File: src/rtl/base58_encoder_top_macros.svh
// Assertion helpers shared by the encoder RTL.
`ifndef BASE58_ENCODER_TOP_MACROS_SVH
`define BASE58_ENCODER_TOP_MACROS_SVH

// Same-cycle implication, checked outside reset.
`define B58E_ASSERT_NOW(label, clk, rst_n, ante, cons, msg) \
	label: assert property (@(posedge clk) disable iff (!rst_n) (ante) |-> (cons)) \
		else $error(msg);

// Next-cycle implication, checked outside reset.
`define B58E_ASSERT_NEXT(label, clk, rst_n, ante, cons, msg) \
	label: assert property (@(posedge clk) disable iff (!rst_n) (ante) |=> (cons)) \
		else $error(msg);

`endif

File: src/rtl/b58e_pkg.sv
package b58e_pkg;

	localparam int MAX_BYTES_DEF = 32;
	localparam int RADIX         = 58;
	localparam int DIGIT_W       = 6;
	localparam int CARRY_W       = 9;
	localparam int VAL_W         = 14;
	localparam int SYM_W         = 7;
	// v / 58 == (v * RECIP) >> RECIP_SHIFT for every v below 2**VAL_W
	localparam int RECIP         = 1157050;
	localparam int RECIP_SHIFT   = 26;
	localparam int PROD_W        = RECIP_SHIFT + CARRY_W;

	localparam logic [SYM_W-1:0] CHAR_ONE = 7'h31;

	localparam logic [SYM_W-1:0] ALPHABET [RADIX] = '{
		7'h31, 7'h32, 7'h33, 7'h34, 7'h35, 7'h36, 7'h37, 7'h38, 7'h39,
		7'h41, 7'h42, 7'h43, 7'h44, 7'h45, 7'h46, 7'h47, 7'h48,
		7'h4A, 7'h4B, 7'h4C, 7'h4D, 7'h4E,
		7'h50, 7'h51, 7'h52, 7'h53, 7'h54, 7'h55, 7'h56, 7'h57, 7'h58, 7'h59, 7'h5A,
		7'h61, 7'h62, 7'h63, 7'h64, 7'h65, 7'h66, 7'h67, 7'h68, 7'h69, 7'h6A, 7'h6B,
		7'h6D, 7'h6E, 7'h6F, 7'h70, 7'h71, 7'h72, 7'h73, 7'h74, 7'h75, 7'h76, 7'h77,
		7'h78, 7'h79, 7'h7A
	};

	typedef enum logic [1:0] {
		ST_IDLE,
		ST_DRAIN,
		ST_ONES,
		ST_DIGITS
	} state_t;

	// carry wave between neighboring cells
	typedef struct packed {
		logic               vld;
		logic [CARRY_W-1:0] carry;
	} link_t;

	// digit slot as it moves up the row during readout
	typedef struct packed {
		logic               used;
		logic [DIGIT_W-1:0] digit;
	} slot_t;

	typedef struct packed {
		logic shift;
		logic restart;
	} ctl_t;

	function automatic logic [SYM_W-1:0] b58_char(input logic [DIGIT_W-1:0] d);
		logic [SYM_W-1:0] c;
		c = CHAR_ONE;
		if (d < DIGIT_W'(RADIX)) begin
			c = ALPHABET[d];
		end
		return c;
	endfunction

endpackage

File: src/rtl/b58e_cell.sv
module b58e_cell #(
	parameter bit IS_BASE = 1'b0
) (
	input  logic            clk,
	input  logic            arst_n,
	input  b58e_pkg::ctl_t  ctl,
	input  b58e_pkg::link_t carry_in,
	output b58e_pkg::link_t carry_out,
	input  b58e_pkg::slot_t slot_in,
	output b58e_pkg::slot_t slot_out
);

	logic [b58e_pkg::DIGIT_W-1:0] digit_q;
	logic                         used_q;
	logic [b58e_pkg::CARRY_W-1:0] carry_q;
	logic                         vld_q;

	logic [b58e_pkg::DIGIT_W-1:0] d_eff;
	logic [b58e_pkg::VAL_W-1:0]   v;
	logic [b58e_pkg::PROD_W-1:0]  prod;
	logic [b58e_pkg::CARRY_W-1:0] q;
	logic [b58e_pkg::VAL_W-1:0]   qm;
	logic [b58e_pkg::DIGIT_W-1:0] r;

	// an unused digit reads as zero
	assign d_eff = used_q ? digit_q : '0;

	always_comb begin
		v    = {d_eff, 8'h00} + b58e_pkg::VAL_W'(carry_in.carry);
		prod = b58e_pkg::PROD_W'(v) * b58e_pkg::PROD_W'(b58e_pkg::RECIP);
		q    = prod[b58e_pkg::RECIP_SHIFT +: b58e_pkg::CARRY_W];
		qm   = b58e_pkg::VAL_W'(q) * b58e_pkg::VAL_W'(b58e_pkg::RADIX);
		r    = b58e_pkg::DIGIT_W'(v - qm);
	end

	always_ff @(posedge clk or negedge arst_n) begin
		if (!arst_n) begin
			digit_q <= '0;
			used_q  <= IS_BASE;
		end else if (ctl.restart) begin
			digit_q <= '0;
			used_q  <= IS_BASE;
		end else if (ctl.shift) begin
			digit_q <= slot_in.digit;
			used_q  <= slot_in.used;
		end else if (carry_in.vld) begin
			digit_q <= r;
			// grow the number while carry remains
			used_q  <= used_q | (carry_in.carry != '0);
		end
	end

	always_ff @(posedge clk or negedge arst_n) begin
		if (!arst_n) begin
			vld_q <= 1'b0;
		end else begin
			vld_q <= carry_in.vld;
		end
	end

	always_ff @(posedge clk) begin
		carry_q <= q;
	end

	assign carry_out.vld   = vld_q;
	assign carry_out.carry = carry_q;
	assign slot_out.used   = used_q;
	assign slot_out.digit  = d_eff;

endmodule
File: config.mk
export PLATFORM = sky130hd
export DESIGN_NAME = b58e_cell
export DESIGN_NICKNAME = d
export VERILOG_FILES = /design/src/rtl/base58_encoder_top_macros.svh /design/src/rtl/b58e_pkg.sv /design/src/rtl/b58e_cell.sv
export SDC_FILE = /design/constraint.sdc
export NUM_CORES = 1
export LEC_CHECK = 0
export BUFFER_PORTS_ARGS = -buffer_cell sky130_fd_sc_hd__buf_2
export CORE_MARGIN = 2
export CORE_UTILIZATION = 35
export DETAILED_ROUTE_END_ITERATION = 8
export SLEW_MARGIN = 20
export SYNTH_ARGS = -nofsm -noshare
export SYNTH_HDL_FRONTEND = slang
export SYNTH_SLANG_ARGS = --single-unit
File: constraint.sdc
create_clock -name clk -period 9 [get_ports clk]
set_clock_uncertainty 0.1 [all_clocks]
set_input_delay 2.7 -clock clk [delete_from_list [all_inputs] [get_ports clk]]
set_output_delay 2.7 -clock clk [all_outputs]
set_load 0.005 [all_outputs]
==> summary.md, run 1 <==
| Metric | Value |
|---|---|
| Outcome | `finished with violations` |
| Failing checks | `negative setup slack` |
| Inst Count DP | `992` |
| XOR/XNOR Fraction of Synth Area | `3.71%` |
| Compound-gate portion of the synthesized area | `8.65%` |
| Max frequency | `97.1 MHz` |
| DRT iter0 DRCs | `211` |
| Initial antenna violation count | `0` |
| First-pass GRT wire length | `24600 um` |
| Max_cap viols | `0` |
| Reg2Reg Depth | `36` |
| Clock buffer depth | `2` |
| Top FF cell, synth | `dfxtp_1` |
| Worst Path Arrival | `10.35 ns` |
| CTS root buf | `clkbuf_16` |
| Sequential area share after synthesis | `6.56%` |
| Worst min path class | `register to register` |
| Layout Nets | `1039` |
| Setup Crit Path Kind | `primary input to register` |
| Crit path max-delay family | `adder cells` |
| Adder-cell area share of the yosys netlist | `61.2%` |
| Worst Setup SP | `carry_in[8]` |
| Vias in the first global route | `4901` |
| Drt wl/cell | `14.7 um` |
| Syn nets | `863` |
| P&R area growth vs syn | `33.7%` |
| Die Wd | `133 um` |
| Clock transition at path regs | `0.05 ns` |
| Row cnt | `47` |
| Setup ws final | `-1.30 ns` |
| Detailed Route WL | `14900 um` |
| Mux cell area share after synthesis | `0.345%` |
| Worst-Margin Slew | `0.468 ns` |
| GRT overflow | `0` |
| CP startpoint kind | `primary input` |
| Synthesized area | `5800 um^2` |
| Layout cells sized above 1 | `30.3%` |
| Final ANT Viol Nets | `0` |
| Io pins | `38` |
| Worst R2R Start | `used_q` |
| Final HPWL from detailed placement | `13500 um` |
| R2r setup slk | `0.41 ns` |
| Final core area utilization | `47.2%` |
| Vias | `4574` |
| Post-Synthesis Cells | `614` |
| CP Capture Type | `register` |
| Number of cells on the critical path | `36` |
| Critical Path Most Common Cell | `ha_4` |
| Die Y | `133 um` |
| DRC | `0` |
| Post-synth EDFFs | `0` |
| Ys async rst share | `47.1%` |
| Buffer and inverter count on the worst path | `8` |
| Critical Path RT | `9.05 ns` |
| TritonCTS buffer count | `3` |
| Fill count | `1525` |
| Core area | `16400 um^2` |
| Setup Viol. Count Final | `4` |
| Largest net degree at the start of global routing | `15` |
| Rel. slew slack | `68.8%` |
| CP max stage delay | `0.58 ns` |
| GR Util All Layers | `17.8%` |
| Clk Latency, worst-skew pair | `0.26 ns` |
| Slowest cell on crit path | `fa_2` |
| Period utilisation layout | `114%` |
| Simple-gate share of the synthesized area | `7.70%` |
| Sinks on the clock net | `17` |
| Unrepaired setup endpoints after global routing | `yes` |
| Final min period | `10.30 ns` |
| CTS tree | `done` |
| Worst r2r dst | `digit_q[5]` |
| Non-Filler Instances | `1009` |
| Port Buffers | `37` |
| # diodes | `0` |
| Commonest non-fill, non-tap cell in the layout | `inv_1` |
| Avg Cell Area, Syn | `9.44 um^2` |
| End of the critical path | `digit_q[5]` |
| Slew Limit Fails | `0` |
| H-tree depth | `1` |
| Largest family of logic cells by synthesized area | `adder cells` |
| Initial Utilization | `35.3%` |
| Synth cell types | `47` |
| Post-synthesis register bit count | `17` |
| Final hold viol count | `0` |
| Most frequent cells in the layout | `inv_1 (166), buf_4 (132), ha_1 (124), fa_1 (90), buf_2 (36)` |
| Yosys Warn Count | `0` |
| Router iterations before antenna repair | `4` |
| Total die area | `17600 um^2` |
| Max FO, Critical Path | `3` |
| GP Congestion | `0.888` |
| Detailed-route vias per instance | `4.53` |
## kinds of logic after synthesis
group	count (synthesis)
adder cells (fa/ha/maj)	228
buffers and inverters	180
AND/OR/NAND/NOR	89
AO/OA/AOI/OAI	75
XOR/XNOR	23
flip-flops	17
multiplexers	2
## tightest hold or removal path, delay by kind of cell, from the launching register on
kind / cells / cell delay (ns)
AOI/OAI and AO/OA: 2 / 0.24
DFF: 1 / 0.42
## registers in the layout, indices dropped and copies added, names as in the netlist
name / count
used_q: 1
digit_q: 6
carry_q: 9
vld_q: 1
## synth_stat cells, types with 3 or more instances
library cell / n / area (um^2)
dfxtp_1: 9 / 180
ha_1: 135 / 1690
nor2_1: 26 / 97.6
nor3_1: 5 / 25.0
a211oi_1: 7 / 52.6
o21a_1: 3 / 22.5
dfrtp_1: 8 / 200
a21oi_1: 30 / 150
or2_2: 4 / 25.0
nand2b_1: 4 / 25.0
inv_1: 173 / 649
a21o_1: 7 / 52.6
xor2_1: 5 / 43.8
and3_1: 4 / 25.0
and2_1: 6 / 37.5
nand3_1: 10 / 50.1
a211o_1: 3 / 26.3
clkbuf_1: 5 / 18.8
nand4_1: 4 / 25.0
fa_1: 93 / 1860
o31ai_1: 3 / 22.5
o21ai_0: 7 / 35.0
or3_1: 3 / 18.8
nand2_1: 16 / 60.1
xnor2_1: 17 / 149
## metrics by stage
| stage | setup slack, ns | setup TNS (ns) | instance area (um^2) | hold slack (ns) |
|---|---|---|---|---|
| 6_report | -1.30 | -3.84 | 7750 | 0.605 |
| 5_1_grt | -1.59 | -4.91 | 7750 | 0.679 |
| 4_1_cts | -1.32 | -3.39 | 7550 | 0.591 |
| 2_1_floorplan | -1.28 | -2.59 | 5950 | 0.491 |
| 3_5_place_dp | -1.69 | -6.38 | 7330 | 0.580 |
| 3_3_place_gp | -1.58 | -5.88 | 7330 | 0.551 |
## how the worst min path moves through the flow
stage | startpoint | endpoint | depth (start not counted) | slack, ns
final | digit_q[5] | digit_q[5] | 2 | 0.61
after global routing | digit_q[4] | digit_q[4] | 2 | 0.68
after global placement | digit_q[0] | digit_q[0] | 4 | 0.55
after floorplan | digit_q[0] | digit_q[0] | 4 | 0.49
after detailed placement | digit_q[0] | digit_q[0] | 4 | 0.58
after CTS | digit_q[4] | digit_q[4] | 2 | 0.59
## cell type report
cell class | count | area, um^2 | area share (%)
Multi-Input combinational cell | 417 | 5070 | 65.4
Timing Repair Buffer | 178 | 1290 | 16.6
Inverter | 173 | 654 | 8.44
Sequential cell | 17 | 380 | 4.91
Tap cell | 220 | 275 | 3.55
Clock buffer | 3 | 75.1 | 0.969
Clock inverter | 1 | 7.51 | 0.0969
## layer usage
metal	routed length, um	global-route usage (%)	up-vias
met5	0	0	-
met4	405	3.82	0
met3	451	3.30	22
met2	7350	30.5	54
met1	6650	23.4	2195
li1	-	-	2303
## repair_timing
item                       CTS  global route
hold buffers                 0             0
pin swaps                   13            24
resized for setup           21            28
setup buffers                7             6
gates cloned                 0             0
setup endpoints to repair    8             9
Power of run 1 is not shown: default switching activity piles up to over one toggle a cycle in this logic, so the estimate is an artifact.
==> run 2: changes to the inputs <==
- CORE_ASPECT_RATIO: not set -> 1.2
==> summary.md, run 2 (synthesis results as in run 1) <==
| Metric | Value |
|---|---|
| Pre-CTS setup slack | `-1.73 ns (-0.0397 ns)` |
| Setup ws final | `-1.30 ns (+0.00168 ns)` |
| P&R area growth vs syn | `33.9%` |
| Final hold viol count | `0 (unchanged)` |
| CP startpoint kind | `primary input` |
| Vias in the first global route | `4910 (+0.18%)` |
| Setup Viol. Count Final | `4 (unchanged)` |
| Largest net degree at the start of global routing | `15 (unchanged)` |
| Initial Utilization | `35.8% (+0.43 points)` |
| CP Capture Type | `register` |
| Clock buffer depth | `2 (unchanged)` |
| Die Y | `145 um (+9.3%)` |
| Port Buffers | `37 (unchanged)` |
| Layout cells sized above 1 | `30.1% (-0.18 points)` |
| TritonCTS buffer count | `3 (unchanged)` |
| Initial antenna violation count | `0 (unchanged)` |
| Max FO, Critical Path | `3 (unchanged)` |
| GP Congestion | `0.915 (+3.0%)` |
| Worst min path class | `register to register` |
| CTS tree | `done` |
| Max frequency | `97.1 MHz (about the same)` |
| Final min period | `10.30 ns (-0.00168 ns)` |
| H-tree depth | `1 (unchanged)` |
| Outcome | `finished with violations` |
| GR Util All Layers | `18.2% (+0.38 points)` |
| Detailed-route vias per instance | `4.62 (+1.9%)` |
| Worst Path Arrival | `10.35 ns (about the same)` |
| Slew Limit Fails | `0 (unchanged)` |
| Commonest non-fill, non-tap cell in the layout | `inv_1` |
| Rel. slew slack | `65.9% (-2.8 points)` |
| Detailed Route WL | `15000 um (+0.79%)` |
| Drt wl/cell | `15.0 um (+1.8%)` |
| Setup TNS | `-3.40 ns (+0.442 ns)` |
| Slowest cell on crit path | `fa_2` |
| Setup Crit Path Kind | `primary input to register` |
| Sinks on the clock net | `17 (unchanged)` |
| Die Wd | `121 um (-8.5%)` |
| Period utilisation layout | `114% (about the same)` |
| Top reg by flops | `carry_q` |
| DRT iter0 DRCs | `146 (-31%)` |
| Io pins | `38 (unchanged)` |
| GRT overflow | `0 (unchanged)` |
| Critical Path Most Common Cell | `ha_4` |
| Top flop regs | `carry_q: 9 flops, digit_q: 6 flops` |
| Row cnt | `51 (+8.5%)` |
| Vias | `4614 (+0.87%)` |
| Final ANT Viol Nets | `0 (unchanged)` |
| Router iterations before antenna repair | `4 (unchanged)` |
| Unrepaired setup endpoints after global routing | `yes` |
| Total die area | `17600 um^2 (about the same)` |
| Layout Nets | `1037 (-0.19%)` |
| Core area | `16200 um^2 (-1.2%)` |
| Clock transition at path regs | `0.06 ns (about the same)` |
| First-pass GRT wire length | `25000 um (+1.5%)` |
| Final HPWL from detailed placement | `13600 um (+0.54%)` |
| CTS root buf | `clkbuf_16` |
| Max reg flops | `9 (unchanged)` |
| CP max stage delay | `0.62 ns (+0.04 ns)` |
| Worst-Margin Slew | `0.510 ns (+0.0423 ns)` |
| DRC | `0 (unchanged)` |
| Max_cap viols | `0 (unchanged)` |
| Most frequent cells in the layout | `inv_1 (164), buf_4 (132), ha_1 (124), fa_1 (90), buf_2 (36)` |
| Final core area utilization | `47.9% (+0.66 points)` |
| # diodes | `0 (unchanged)` |
| Critical Path RT | `9.05 ns (about the same)` |
| Clk Latency, worst-skew pair | `0.26 ns (about the same)` |
| Failing checks | `negative setup slack` |
-- run 2: stage by stage --
step / std cells / area (um^2) / hold WS [ns]
4_1_cts: 998 / 7600 / 0.544
3_3_place_gp: 988 / 7360 / 0.525
5_1_grt: 999 / 7760 / 0.604
2_1_floorplan: 614 / 5950 / 0.491
6_report: 999 / 7760 / 0.544
3_5_place_dp: 988 / 7360 / 0.526
-- run 2: critical path, delay by kind of cell --
kind | cells | cell delay [ns]
multiplexers | 1 | 0.13
AND/OR/NAND/NOR | 2 | 0.24
AO/OA/AOI/OAI | 9 | 1.72
adder cells (fa/ha/maj) | 13 | 4.58
buffers and inverters | 8 | 0.44
XOR/XNOR | 3 | 0.52
-- run 2: final timing paths --
check	from	end	slack, ns	cells after the start
max	carry_in[8]	digit_q[5]	-1.30	36
min	digit_q[0]	digit_q[0]	0.54	4
max reg2reg	used_q	digit_q[5]	0.63	36
min reg2reg	digit_q[0]	digit_q[0]	0.54	4
max in group asynchronous	arst_n	digit_q[3]	6.44	1
min in group asynchronous	arst_n	digit_q[5]	2.18	1
-- run 2: per-layer routing --
metal / vias up / wire (um) / track usage, % / share of wire [%]
met2: 66 / 7790 / 32.1 / 52
met1: 2218 / 6270 / 23.7 / 42
li1: 2307 / - / - / -
met3: 23 / 402 / 1.34 / 2.7
met4: 0 / 499 / 4.94 / 3.3
met5: - / 0 / 0 / 0
-- run 2: area by class of cell --
| class | instances | area, um^2 |
|---|---|---|
| Clock buffer | 3 | 75.1 |
| Multi-Input combinational cell | 417 | 5100 |
| Clock inverter | 1 | 7.51 |
| Fill cell | 1515 | 8450 |
| Sequential cell | 17 | 380 |
| Inverter | 173 | 657 |
| Tap cell | 212 | 265 |
| Timing Repair Buffer | 176 | 1270 |
-- run 2: timing repair --
action / 4_1_cts / 5_1_grt
hold buffers: 0 / 0
resized for setup: 22 / 28
pin swaps: 17 / 22
endpoints found under the setup margin: 6 / 9
setup buffers: 7 / 1
Power of run 2 is left out for the same reason.
==> run 3: changes to the inputs <==
- BUFFER_PORTS_ARGS: -buffer_cell sky130_fd_sc_hd__buf_2 -> not set
- DONT_BUFFER_PORTS: not set -> 1
==> summary.md, run 3 (synthesis results as in run 1) <==
| Metric | Value |
|---|---|
| Total die area | `17600 um^2 (unchanged)` |
| Worst Setup SP | `carry_in[8]` |
| Top reg by flops | `carry_q` |
| DRC | `0 (unchanged)` |
| Die Wd | `121 um (unchanged)` |
| Non-Filler Instances | `940 (-5.9%)` |
| Sinks on the clock net | `17 (unchanged)` |
| Failing checks | `negative setup slack` |
| CTS root buf | `clkbuf_16` |
| Pre-CTS setup slack | `-1.63 ns (+0.0980 ns)` |
| Unrepaired setup endpoints after global routing | `yes` |
| Io pins | `38 (unchanged)` |
| Max FO, Critical Path | `3 (unchanged)` |
| Die Y | `145 um (unchanged)` |
| Initial antenna violation count | `0 (unchanged)` |
| Drt wl/cell | `15.8 um (+5.3%)` |
| Slew Limit Fails | `0 (unchanged)` |
| Fill count | `1557 (+2.8%)` |
| Largest net degree at the start of global routing | `15 (unchanged)` |
| Vias | `4501 (-2.4%)` |
| Met1 Use GR | `22.6% (-1.1 points)` |
| Layout cells sized above 1 | `23.5% (-6.6 points)` |
| Met2 GRT Util | `34.3% (+2.2 points)` |
| P&R area growth vs syn | `25.9%` |
| Critical Path RT | `9.05 ns (about the same)` |
| First-pass GRT wire length | `25300 um (+1.2%)` |
| Core area | `16200 um^2 (unchanged)` |
| Final min period | `10.20 ns (-0.0991 ns)` |
| Clock transition at path regs | `0.05 ns (about the same)` |
| CP startpoint kind | `primary input` |
| TritonCTS buffer count | `3 (unchanged)` |
| CP max stage delay | `0.59 ns (-0.03 ns)` |
| Hold_sp | `digit_q[0]` |
| Setup TNS | `-3.08 ns (+0.315 ns)` |
| H-tree depth | `1 (unchanged)` |
| Worst-Margin Slew | `0.449 ns (-0.0608 ns)` |
| Initial Utilization | `35.8% (unchanged)` |
| Setup Crit Path Kind | `primary input to register` |
| Detailed Route WL | `14800 um (-0.89%)` |
| Row cnt | `51 (unchanged)` |
| Final hold viol count | `0 (unchanged)` |
| Post-route design area | `7300 um^2 (-6.0%)` |
| Clk Latency, worst-skew pair | `0.25 ns (about the same)` |
| Layout Nets | `978 (-5.7%)` |
| Worst Path Arrival | `10.25 ns (-0.10 ns)` |
| # diodes | `0 (unchanged)` |
| Busiest metal layer after global routing | `met2` |
| CTS tree | `done` |
| Outcome | `finished with violations` |
| Max_cap viols | `0 (unchanged)` |
| Most frequent cells in the layout | `inv_1 (165), ha_1 (126), buf_4 (113), fa_1 (91), a21oi_1 (25)` |
| Clock buffer depth | `2 (unchanged)` |
| Port Buffers | `0 (-100%)` |
| Inst Count DP | `928 (-6.1%)` |
| Worst R2R Start | `used_q` |
| Commonest non-fill, non-tap cell in the layout | `inv_1` |
| CP Capture Type | `register` |
| GR Util All Layers | `18.1% (-0.025 points)` |
| DRT iter0 DRCs | `142 (-2.7%)` |
| Slowest cell on crit path | `fa_2` |
| Setup ws final | `-1.20 ns (+0.0991 ns)` |
| Setup Viol. Count Final | `4 (unchanged)` |
| Max frequency | `98.0 MHz (+0.97%)` |
| Worst min path class | `register to register` |
| Detailed-route vias per instance | `4.79 (+3.7%)` |
| Period utilisation layout | `113% (-1.1 points)` |
| DP Area | `7010 um^2 (-4.9%)` |
| Vias in the first global route | `4992 (+1.7%)` |
| Router iterations before antenna repair | `4 (unchanged)` |
| GP Congestion | `0.904 (-1.2%)` |
| Hold-fix buffers, CTS | `0 (unchanged)` |
| GRT overflow | `0 (unchanged)` |
| Top flop regs | `carry_q: 9 flops, digit_q: 6 flops` |
| Max reg flops | `9 (unchanged)` |
| Rel. slew slack | `70.0% (+4.1 points)` |
| Final ANT Viol Nets | `0 (unchanged)` |
| Grt met3 use | `1.22% (-0.12 points)` |
| Critical Path Most Common Cell | `ha_4` |
| Final HPWL from detailed placement | `13500 um (-0.93%)` |
## run 3: worst paths after layout
kind / end / slack, ns / depth (start not counted)
setup reg to reg: digit_q[5] / 0.57 / 37
min in group asynchronous: digit_q[1] / 2.04 / 0
setup / recovery: digit_q[5] / -1.20 / 36
max in group asynchronous: used_q / 6.69 / 0
hold reg to reg: digit_q[0] / 0.58 / 4
hold / removal: digit_q[0] / 0.58 / 4
## run 3: routing by layer
layer  up-vias  wire (um)  part of all wire [%]
met5         -          0                     0
met2        67       8200                    55
met1      2229       6070                    41
met3        20        217                   1.5
met4         0        346                   2.3
li1       2185          -                     -
## run 3: area by class of cell
cell class	count	area, um^2	share of cell area [%]
Multi-Input combinational cell	417	5020	68.7
Timing Repair Buffer	117	902	12.4
Inverter	173	654	8.97
Sequential cell	17	380	5.21
Tap cell	212	265	3.63
Clock buffer	4	78.8	1.08
## run 3: metrics by stage
stage,hold WS (ns),utilization (%)
after floorplan,0.491,-
after global placement,0.523,43.2
after detailed placement,0.583,43.2
after CTS,0.583,44.6
after global routing,0.629,45.0
final,0.584,45.0
## run 3: worst max-delay path: cells and delay by family
family | cells | cell delay (ns)
xor gates and xnor gates | 3 | 0.50
and+or+nand+nor | 4 | 0.53
AOI/OAI and AO/OA | 9 | 1.71
buffers and inverters | 7 | 0.31
muxes | 1 | 0.13
adders and majority gates | 12 | 4.37
## run 3: what timing repair did
item,CTS,global route
pin swaps,17,22
endpoints found under the setup margin,7,8
setup buffers,6,2
gates cloned,0,0
resized for setup,18,14
Power of run 3 is left out for the same reason.
